[src/hdl/rrc_pkg.sv]
// Shared package for the reference-counted resource cache.
// Holds request and status codes, the table entry layout and the
// controller/datapath command and status structs. No dependencies.
package rrc_pkg;

	localparam int DEF_TABLE_SLOTS = 256;
	localparam int KEY_W = 15;
	localparam int CNT_W = 8;

	// Request codes as seen on req_type.
	localparam logic [1:0] REQ_ACQUIRE = 2'd0;
	localparam logic [1:0] REQ_RELEASE = 2'd1;
	localparam logic [1:0] REQ_CLEAR   = 2'd2;

	// Result status codes.
	localparam logic [2:0] ST_HIT        = 3'd0;
	localparam logic [2:0] ST_LOADED     = 3'd1;
	localparam logic [2:0] ST_FULL       = 3'd2;
	localparam logic [2:0] ST_ALLOC_FAIL = 3'd3;
	localparam logic [2:0] ST_HELD       = 3'd4;
	localparam logic [2:0] ST_FREED      = 3'd5;
	localparam logic [2:0] ST_NOT_FOUND  = 3'd6;
	localparam logic [2:0] ST_CLEARED    = 3'd7;

	typedef struct packed {
		logic             valid;
		logic [KEY_W-1:0] key;
		logic [CNT_W-1:0] refs;
	} entry_t;

	// Operation the controller asks the datapath to perform this cycle.
	typedef enum logic [3:0] {
		OP_NONE,
		OP_LOAD,
		OP_SCAN,
		OP_MISS,
		OP_REL_RD,
		OP_REL_WR,
		OP_MISC,
		OP_EMIT
	} op_t;

	typedef struct packed {
		op_t op;
	} cmd_t;

	typedef struct packed {
		logic hit;
		logic scan_more;
		logic out_free;
	} sts_t;

endpackage

[src/hdl/rrc_ctrl.sv]
// Controller state machine of the reference-counted resource cache.
// Sequences acquire, release and clear requests; depends on rrc_pkg.
module rrc_ctrl (
	input  logic          clk,
	input  logic          arst_n,
	input  logic          in_valid,
	output logic          in_stall,
	input  logic [1:0]    req_type,
	input  rrc_pkg::sts_t sts,
	output rrc_pkg::cmd_t cmd
);
	import rrc_pkg::*;

	typedef enum logic [6:0] {
		S_IDLE   = 7'b0000001,
		S_SCAN   = 7'b0000010,
		S_MISS   = 7'b0000100,
		S_REL_RD = 7'b0001000,
		S_REL_WR = 7'b0010000,
		S_MISC   = 7'b0100000,
		S_EMIT   = 7'b1000000
	} state_t;

	state_t state_q;
	state_t state_d;

	assign in_stall = (state_q != S_IDLE);

	always_comb begin
		state_d = state_q;
		cmd.op  = OP_NONE;
		case (state_q)
			S_IDLE: begin
				if (in_valid) begin
					cmd.op = OP_LOAD;
					case (req_type)
						REQ_ACQUIRE: state_d = S_SCAN;
						REQ_RELEASE: state_d = S_REL_RD;
						default:     state_d = S_MISC;
					endcase
				end
			end
			S_SCAN: begin
				cmd.op = OP_SCAN;
				if (sts.hit) begin
					state_d = S_EMIT;
				end else if (!sts.scan_more) begin
					state_d = S_MISS;
				end
			end
			S_MISS: begin
				cmd.op  = OP_MISS;
				state_d = S_EMIT;
			end
			S_REL_RD: begin
				cmd.op  = OP_REL_RD;
				state_d = S_REL_WR;
			end
			S_REL_WR: begin
				cmd.op  = OP_REL_WR;
				state_d = S_EMIT;
			end
			S_MISC: begin
				cmd.op  = OP_MISC;
				state_d = S_EMIT;
			end
			S_EMIT: begin
				cmd.op = OP_EMIT;
				if (sts.out_free) begin
					state_d = S_IDLE;
				end
			end
			default: begin
				state_d = S_IDLE;
			end
		endcase
	end

	always_ff @(posedge clk or negedge arst_n) begin
		if (!arst_n) begin
			state_q <= S_IDLE;
		end else begin
			state_q <= state_d;
		end
	end

endmodule

[config.mk]
export PLATFORM = sky130hd
export DESIGN_NAME = rrc_ctrl
export DESIGN_NICKNAME = d
export VERILOG_FILES = /design/src/hdl/rrc_pkg.sv /design/src/hdl/rrc_ctrl.sv
export SDC_FILE = /design/constraint.sdc
export NUM_CORES = 1
export LEC_CHECK = 0
export BUFFER_PORTS_ARGS = -buffer_cell sky130_fd_sc_hd__buf_2
export CORE_AREA = 3 3 40 42
export DETAILED_ROUTE_END_ITERATION = 16
export DIE_AREA = 0 0 43 45
export PLACE_DENSITY_LB_ADDON = 0.1
export SLEW_MARGIN = 10
export SYNTH_ARGS = -nofsm -noshare
export SYNTH_HDL_FRONTEND = slang
export SYNTH_SLANG_ARGS = --single-unit
[constraint.sdc]
create_clock -name clk -period 1.96 [get_ports clk]
set_input_delay 0.392 -clock clk [delete_from_list [all_inputs] [get_ports clk]]
set_output_delay 0.392 -clock clk [all_outputs]
set_load 0.03 [all_outputs]
==> metrics.csv, run 1 <==
stage,metric,value,unit
clocking,clkTransAtPathRegs,50,ps
floorplanning,core-area,0.00128,sq mm
clocking,clock_sinks,7,
clocking,cts_tree,yes,
timing,worst_slack,-103,ps
yosys,avgSynthCellArea,8.89,sq um
yosys,synth-seq-cells,7,
power,powerDensity,1200,mW/mm^2
timing,skew,2.60,ps
detailed_routing,drtAntennaViolNets,0,
floorplanning,chipHeight,45,um
global_route,grt-ovfl-total,0,
global_route,grt_start_max_net_pins,10,
critical_path,critical_path_class,flip-flop to output pin,
global_route,grt_pass1_wl,2080,um
floorplanning,dieArea,0.00194,sq mm
placement,hpwlAfterDp,1030,um
power,peakVddDrop,0.661,mV
timing,worst_pin_slew,524,ps
yosys,post-synth-top-area-cell,dfrtp_1,
yosys,synth_enable_flop_cells,0,
detailed_routing,vias,533,
finish,multi_input_area,330,sq um
finish,finalNetCount,94,
finish,final-seq-area,176,sq um
job,maxCapViolCount,0,
finish,area_delta_synth_final,54.1,%
floorplanning,start_util,39.4,%
detailed_routing,routedWlPerCell,13.5,um
yosys,synth_fp_nets,65,
timing,hold_viol,0,
timing,fmax,485,MHz
yosys,synthFlopType,dfrtp_1,
clocking,cts-root-buf,clkbuf_4,
yosys,ys_warn_count,0,
timing,holdWs,316,ps
clocking,cts_buffer_depth,2,
floorplanning,num_rows,13,
yosys,synth-seq-area-share,34.8,%
placement,place_area,678,sq um
hold_path,hp-start,sts[1],
timing,finalSetupViolCount,2,
finish,n_antenna_cell,0,
yosys,synthCells,57,
critical_path,r2r_slack,190,ps
yosys,synth_area,507,sq um
timing,slew_headroom,64.6,%
detailed_routing,vias_per_cell,5.33,
timing,period_minus_slack,2060,ps
detailed_routing,firstDrtPassIters,4,
global_route,grt_pass1_vias,501,
critical_path,timing.rr.start,state_q[3],
clocking,cts_buffers,3,
hold_path,hp-class,input pin to flip-flop,
finish,nFillCells,111,
detailed_routing,initialDrtViolationCount,12,
floorplanning,die_width,43,um
finish,design_area,781,sq um
critical_path,cp_max_fo,2,
finish,largest_reg_flops,7,
yosys,yosys.area.top_type_share,29.6,%
clocking,insertion_delay,240,ps
power,p_leak,0.386,nW
critical_path,cp-end-kind,output pin,
floorplanning,ios,13,
yosys,ys_top_cells_by_area,"dfrtp_1 (30%), o21ai_0 (5.9%), dfstp_2 (5.2%), xor2_1 (5.2%), o211ai_1 (4.4%)",
timing,fin_crit_sh,105,%
timing,rsz0062_at_grt,true,
timing,slew_viol_final,0,
critical_path,required,1570,ps
critical_path,critPathLaunchType,flip-flop,
critical_path,critPathArrivalTime,1670,ps
yosys,synth_common_cells,"dfrtp_1 (6), o21ai_0 (6), inv_1 (5)",
placement,io_buffers,11,
detailed_routing,routed_wl,1350,um
critical_path,startpoint,state_q[5],
finish,regMostFlops,state_q,
placement,gp_congestion,0.775,
global_route,grt_usage,14.5,%
finish,biggestRegsByFlops,state_q x7,
run_status,outcome,"complete, but fails checks",
finish,drive_above_1_share,48.2,%
detailed_routing,route.detailed.drc,0,
finish,final_util,60.8,%
yosys,async_flop_share,100,%
clocking,cts_htree_levels,1,
yosys,yosys.cell_types.count,30,
run_status,violations,negative setup slack,
global_route,grt_antenna_before_repair,0,
-- layout make-up --
type	count	share of cell area, %
repair buffers	29	26.9
multi-input cells	40	42.3
clock buffers	4	3.37
inverters	5	2.40
well taps	15	2.40
flip-flops and latches	7	22.6
-- per-layer routing --
| metal | up-vias | wire [um] | GRT usage (%) |
|---|---|---|---|
| met1 | 253 | 535 | 14.4 |
| li1 | 263 | - | - |
| met4 | 0 | 0 | 1.81 |
| met2 | 17 | 757 | 30.5 |
| met5 | - | 0 | 0 |
| met3 | 0 | 60 | 3.59 |
-- worst paths after layout --
| check | depth (start not counted) | end |
|---|---|---|
| worst max-delay path | 4 | cmd[2] |
| min in group asynchronous | 2 | state_q[6] |
| worst min-delay path | 2 | state_q[2] |
| max in group asynchronous | 2 | state_q[0] |
| worst min register to register | 2 | state_q[4] |
| worst max register to register | 4 | state_q[0] |
-- report_power, final --
group          total [W]  switching (W)  leakage, nW  internal [W]
Sequential      0.000226      0.0000453       0.0931      0.000180
Clock           0.000125      0.0000480       0.0150     0.0000773
Combinational   0.000589       0.000272        0.278      0.000317
-- worst max-delay path: stages, from the launching register on --
cell and delay (ps):
dfrtp_1 340, inv_1 50, or4_4 540, a2111oi_4 290, buf_4 210
-- cell families after synthesis --
logic type      after synthesis  share of synthesized area, %
simple gates                 22                          31.9
compound gates               14                          19.0
buf+inv                      10                          8.39
flops                         7                          34.8
xor+xnor                      3                          5.19
other cells                   1                         0.740
-- stage by stage --
step | power (W) | TNS, ps | std cells | setup slack (ps)
finish | 0.000940 | -155 | 100 | -103
global route | 0.00100 | -388 | 100 | -176
CTS | 0.000903 | -127 | 99 | -119
detailed placement | 0.000712 | 0 | 91 | 73.2
global placement | 0.000706 | 0 | 91 | 104
floorplan | 0.000529 | -69.9 | 57 | -69.9
-- what timing repair did --
item,in CTS,in global routing
resized for setup,6,4
setup buffers,3,1
pin swaps,2,2
endpoints found under the setup margin,4,4
endpoints found under the hold margin,6,0
hold buffers,1,0
-- cells in the final DEF, fill, tap and decap left out, types with 2 or more instances in the layout --
cell,Yosys,final
nor2_1,3,3
o211ai_1,3,3
inv_1,5,5
and3_1,2,2
o21ai_0,6,5
nand2_1,2,2
dfrtp_1,6,6
clkbuf_4,0,3
buf_4,1,19
nor3b_1,2,2
buf_6,0,2
and2b_2,2,2
xor2_1,3,3
nand4b_1,2,2
buf_2,1,7
(Power assumes the default switching activity.)
==> run 2, diff against run 1 <==
HOLD_SLACK_MARGIN = 0.1   (was default)
SLEW_MARGIN = default   (was 10)
clock period = 1.7 ns   (was 1.96 ns; I/O delays follow)
==> run 2 against run 1 <==
Global-route usage grew 1.6 points. Clock-buffer cell count is the same. Combinational power grew 14%. Final cell count grew 1.0%. The run still ends with negative setup slack left. Critical path depth shrank 1. Via count grew 3.4%. Clock power grew 16%. Critical path type unchanged. Largest power group unchanged.
==> metrics.csv, run 2 (synthesized netlist as in run 1, its figures left out) <==
stage,metric,value,unit,change
power,seq_power_share,22.6,%,-1.4 points
timing,finalSetupViolCount,5,,+3
clocking,insertion_delay,250,ps,about the same
hold_path,hp-class,input pin to flip-flop,,
critical_path,crit_chain,or4_4 -> a2111oi_4 -> buf_4,,
critical_path,critPathBufInv,1,,-1
power,p_clk_share,13.8,%,+0.5 points
finish,area_delta_synth_final,56.5,%,
critical_path,cpLargestDelayFamily,simple AND/OR/NAND/NOR gates,,
detailed_routing,routedWlPerCell,12.5,um,-7.6%
power,p_leak,0.392,nW,+1.4%
finish,final_common_cell,buf_4,,
critical_path,crit_slowest_cell,or4_4,,
critical_path,path_depth,3,,-1
global_route,grt-ovfl-total,0,,unchanged
run_status,outcome,"complete, but fails checks",,
floorplanning,ios,13,,unchanged
detailed_routing,route.detailed.drc,0,,unchanged
finish,final_util,61.7,%,+0.97 points
timing,slew_viol_final,0,,unchanged
detailed_routing,drtAntennaViolNets,0,,unchanged
timing,rsz0062_at_grt,true,,
placement,hpwlAfterDp,1060,um,+3.3%
timing,fin_crit_sh,117,%,
detailed_routing,firstDrtPassIters,4,,unchanged
power,p_sw_share,38.7,%,-0.097 points
detailed_routing,vias,551,,+3.4%
floorplanning,core-area,0.00128,sq mm,unchanged
timing,period_minus_slack,1990,ps,
power,power_switching,0.000407,W,+12%
critical_path,critPathLaunchType,flip-flop,,
floorplanning,num_rows,13,,unchanged
run_status,violations,negative setup slack,,
clocking,cts_buffers,3,,unchanged
detailed_routing,routed_wl,1260,um,-6.7%
clocking,clkTransAtPathRegs,50,ps,about the same
critical_path,critical_path.max_stage_delay,540,ps,about the same
global_route,grt_usage,16.1,%,+1.6 points
global_route,grt_pass1_vias,533,,+6.4%
finish,final_cell_mix,"buf_4 (18), buf_2 (7), dfrtp_1 (6), inv_1 (5), o21ai_0 (5)",,
global_route,grt_antenna_before_repair,0,,unchanged
floorplanning,start_util,39.4,%,unchanged
floorplanning,die_width,43,um,unchanged
power,powerDensity,1330,mW/mm^2,+10%
detailed_routing,initialDrtViolationCount,8,,-4
placement,io_buffers,11,,unchanged
global_route,grt_pass1_wl,2240,um,+8.0%
critical_path,critical_path_class,flip-flop to output pin,,
clocking,cts_htree_levels,1,,unchanged
hold_path,min_path_cells,2,,unchanged
timing,fin_setup_tns,-972,ps,-818 ps
floorplanning,chipHeight,45,um,unchanged
critical_path,required,1360,ps,-210 ps
critical_path,cp-end-kind,output pin,,
power,peakVddDrop,0.825,mV,+25%
timing,worst_slack,-293,ps,-190 ps
job,maxCapViolCount,0,,unchanged
floorplanning,dieArea,0.00194,sq mm,unchanged
critical_path,cp_max_fo,2,,unchanged
clocking,cts_buffer_depth,2,,unchanged
clocking,clock_sinks,7,,unchanged
clocking,cts-root-buf,clkbuf_4,,
power,p_int,0.000644,W,+12%
placement,gp_congestion,0.729,,-6.0%
detailed_routing,vias_per_cell,5.46,,+2.4%
finish,drive_above_1_share,50.0,%,+1.8 points
timing,fmax,502,MHz,
placement,pre_cts_ws,-153,ps,-226 ps
timing,skew,2.87,ps,+0.261 ps
global_route,grt_start_max_net_pins,12,,+2
timing,hold_viol,0,,unchanged
power,combPwrFrac,63.6,%,+0.9 points
critical_path,critPathArrivalTime,1650,ps,-20 ps
clocking,cts_tree,yes,,
finish,largest_reg_flops,7,,unchanged
critical_path,r2r_cells,4,,unchanged
placement,place_area,697,sq um,+2.8%
finish,regMostFlops,state_q,,
finish,finalNetCount,95,,+1.1%
finish,design_area,793,sq um,+1.6%
finish,n_antenna_cell,0,,unchanged
finish,biggestRegsByFlops,state_q x7,,
[run 2: cell count changes in the layout (fill, tap and decap cells not counted)]
cell | before | now
o311ai_1 | 0 | 1
buf_6 | 2 | 4
nor3b_1 | 2 | 1
nor3b_2 | 0 | 1
o32ai_2 | 0 | 1
buf_4 | 19 | 18
nor4_4 | 1 | 0
o32ai_1 | 1 | 0
nor4_1 | 0 | 1
o311ai_0 | 1 | 0
[run 2: path summary, 6_finish.rpt]
check	start	endpoint	slack, ps
hold reg to reg	state_q[0]	state_q[4]	660
hold / removal	sts[1]	state_q[2]	260
setup / recovery	state_q[6]	cmd[2]	-290
setup reg to reg	state_q[3]	state_q[0]	-30
min in group asynchronous	arst_n	state_q[1]	460
max in group asynchronous	arst_n	state_q[0]	1010
[run 2: final cells by class]
class / instances / area, sq um
Multi-Input combinational cell: 40 / 328
Fill cell: 126 / 492
Sequential cell: 7 / 176
Timing Repair Buffer: 30 / 225
Inverter: 5 / 18.8
Clock buffer: 4 / 26.3
Tap cell: 15 / 18.8
[run 2: per-layer routing]
layer	vias up	share of wire, %	GRT usage (%)	wire length, um
met5	-	0	0	0
met4	0	4.0	13.3	50
met1	264	39	16.0	496
li1	265	-	-	-
met3	5	5.9	3.98	75
met2	17	51	28.4	641
[run 2: worst register-to-register path, cell delays in order (launching register included)]
cell	delay, ps
dfrtp_1	410
buf_4	150
or3_4	340
or4b_4	530
a32o_1	230
[run 2: what timing repair did]
item	in CTS	in global routing
hold buffers	1	0
setup endpoints to repair	5	8
hold endpoints to repair	6	0
gates resized for setup	11	1
pin swaps	7	1
cloned	0	0
setup buffers	2	1
[run 2: power by group through the flow]
stage	clock [W]	sequential, W	combinational [W]
2_1_floorplan	0	0.000249	0.000378
3_3_place_gp	0	0.000239	0.000592
3_5_place_dp	0	0.000240	0.000595
4_1_cts	0.000150	0.000238	0.000671
5_1_grt	0.000160	0.000241	0.000735
6_report	0.000145	0.000237	0.000669
[run 2: per-stage QoR]
step                cells  power, W  hold slack, ps
detailed placement     93  0.000835             176
CTS                   100   0.00106             253
global route          101   0.00114             263
finish                101   0.00105             264
global placement       93  0.000830             176
floorplan              57  0.000627            44.4
==> run 3, diff against run 2 <==
CORE_AREA = default   (was 3 3 40 42)
CORE_MARGIN = 3   (was default)
CORE_UTILIZATION = 35   (was default)
DIE_AREA = default   (was 0 0 43 45)
==> run 3 against run 2 <==
The flow still finishes with violations (negative setup slack). Register-to-register slack better by 30 ps. Via count is 3.4% lower. Clock power up 6%. Sequential share of layout area increased by 0.54 points. Core utilization down 3.7 points. Critical path depth stayed put. Maximum frequency decreased by 2.4%. Sequential power up 9.7%. Non-clock buffer count shrank 4. Final area shrank 2.4%. First-iteration DRC count is 63% lower. Critical endpoint unchanged. Largest power group unchanged.
==> metrics.csv, run 3 (synthesized netlist as in run 1, its figures left out) <==
stage,metric,value,unit,change
power,p_sw_share,40.5,%,+1.8 points
timing,worst_pin_slew,569,ps,
detailed_routing,firstDrtPassIters,4,,unchanged
detailed_routing,vias_per_cell,5.48,,+0.53%
finish,multi_input_area,332,sq um,+1.1%
timing,finalSetupViolCount,5,,unchanged
timing,period_minus_slack,2040,ps,+48.4 ps
critical_path,timing.rr.start,state_q[3],,
timing,hold_viol,0,,unchanged
critical_path,critPathArrivalTime,1700,ps,+50 ps
timing,fin_crit_sh,120,%,+2.8 points
clocking,cts_htree_levels,1,,unchanged
finish,drive_above_1_share,46.3,%,-3.7 points
job,maxCapViolCount,0,,unchanged
power,power_switching,0.000427,W,+4.9%
clocking,cts-root-buf,clkbuf_4,,
floorplanning,chipHeight,44.1,um,-2.1%
timing,skew,1.53,ps,-1.33 ps
global_route,grt-ovfl-total,0,,unchanged
global_route,grt_pass1_wl,2190,um,-2.5%
critical_path,required,1360,ps,about the same
finish,n_antenna_cell,0,,unchanged
floorplanning,num_rows,13,,unchanged
hold_path,hp-class,input pin to flip-flop,,
finish,regMostFlops,state_q,,
finish,final_cell_mix,"buf_4 (12), buf_2 (7), buf_6 (6), dfrtp_1 (6)",,
run_status,outcome,"complete, but fails checks",,
critical_path,r2r_cells,4,,unchanged
timing,slew_viol_final,0,,unchanged
detailed_routing,route.detailed.drc,0,,unchanged
detailed_routing,vias,532,,-3.4%
floorplanning,core-area,0.00133,sq mm,+3.8%
detailed_routing,initialDrtViolationCount,3,,-5
finish,nFillCells,118,,-6.3%
power,p_leak,0.377,nW,-3.8%
power,p_int,0.000628,W,-2.5%
global_route,grt_start_max_net_pins,12,,unchanged
clocking,cts_buffer_depth,2,,unchanged
global_route,grt_usage,15.7,%,-0.42 points
clocking,clkTransAtPathRegs,50,ps,about the same
timing,fin_setup_tns,-964,ps,+8.14 ps
detailed_routing,drtAntennaViolNets,0,,unchanged
global_route,grt_pass1_vias,497,,-6.8%
finish,area_delta_synth_final,52.8,%,
critical_path,r2r_slack,0,ps,+30 ps
timing,slew_headroom,61.6,%,
clocking,insertion_delay,260,ps,about the same
global_route,grt_antenna_before_repair,0,,unchanged
critical_path,endpoint,cmd[2],,
floorplanning,die_width,44.1,um,+2.4%
run_status,violations,negative setup slack,,
clocking,cts_buffers,3,,unchanged
power,peakVddDrop,1.04,mV,+26%
power,p_clk_share,14.6,%,+0.8 points
finish,final-seq-area,176,sq um,unchanged
timing,fmax,490,MHz,-2.4%
critical_path,critPathLaunchType,flip-flop,,
power,powerDensity,1360,mW/mm^2,+2.8%
placement,gp_congestion,0.737,,+1.2%
timing,rsz0062_at_grt,true,,
finish,largest_reg_flops,7,,unchanged
placement,io_buffers,11,,unchanged
detailed_routing,routedWlPerCell,15.0,um,+20%
power,finalPower,0.00106,W,+0.37%
placement,hpwlAfterDp,1000,um,-5.5%
power,combPwrFrac,60.7,%,-2.9 points
clocking,clock_sinks,7,,unchanged
critical_path,cp_max_fo,2,,unchanged
power,seq_power_share,24.7,%,+2.1 points
timing,worst_slack,-341,ps,-48.4 ps
finish,finalNetCount,91,,-4.2%
clocking,cts_tree,yes,,
finish,final_common_cell,buf_4,,
floorplanning,start_util,38.0,%,-1.4 points
critical_path,cp-end-kind,output pin,,
floorplanning,ios,13,,unchanged
floorplanning,dieArea,0.00194,sq mm,+0.28%
critical_path,startpoint,state_q[6],,
finish,biggestRegsByFlops,state_q x7,,
critical_path,timing.rr.end,state_q[0],,
detailed_routing,routed_wl,1450,um,+15%
critical_path,critical_path_class,flip-flop to output pin,,
==> run 3: power groups by stage <==
stage / combinational, W / sequential, W / clock (W)
after floorplan: 0.000378 / 0.000249 / 0
after global placement: 0.000552 / 0.000253 / 0
after detailed placement: 0.000554 / 0.000257 / 0
after CTS: 0.000629 / 0.000255 / 0.000160
after global routing: 0.000689 / 0.000262 / 0.000174
final: 0.000641 / 0.000260 / 0.000154
==> run 3: layout make-up <==
class,count,area share (%)
inverters,5,2.42
multi-input cells,40,42.8
repair buffers,26,26.2
clock buffers,4,3.39
well taps,15,2.42
flip-flops and latches,7,22.8
==> run 3: worst min path at each step <==
stage	start	endpoint	slack, ps	cells after the start
3_5_place_dp	arst_n	state_q[1]	180	1
6_report	sts[1]	state_q[2]	240	2
5_1_grt	sts[1]	state_q[2]	240	2
2_1_floorplan	arst_n	state_q[1]	40	0
3_3_place_gp	arst_n	state_q[1]	170	1
4_1_cts	sts[1]	state_q[2]	240	2
==> run 3: per-layer routing <==
| metal | up-vias | global-route usage [%] | part of all wire, % |
|---|---|---|---|
| met5 | - | 0 | 0 |
| met3 | 3 | 6.10 | 4.0 |
| met4 | 0 | 5.42 | 1.2 |
| met1 | 261 | 19.7 | 44 |
| met2 | 12 | 24.4 | 51 |
| li1 | 256 | - | - |
==> run 3: what timing repair did <==
item,CTS,global route
endpoints found under the hold margin,6,0
resized for setup,9,4
endpoints found under the setup margin,5,7
cloned,0,0
hold buffers,1,0
setup buffers,3,0
pin swaps,6,3
==> run 3: per-stage QoR <==
stage	area, sq um	utilization (%)	cells	hold slack, ps	worst slack [ps]
after floorplan	551	-	57	44.4	-245
after global placement	674	50.6	90	173	-130
after detailed placement	674	50.6	90	177	-161
after CTS	758	56.8	98	240	-333
after global routing	774	58.1	97	236	-406
final	774	58.1	97	245	-341
==> run 3: critical path, cell delays in order (launching register included) <==
cell and delay, ps:
dfrtp_1 390, or4_4 550, a2111oi_4 290, buf_4 210
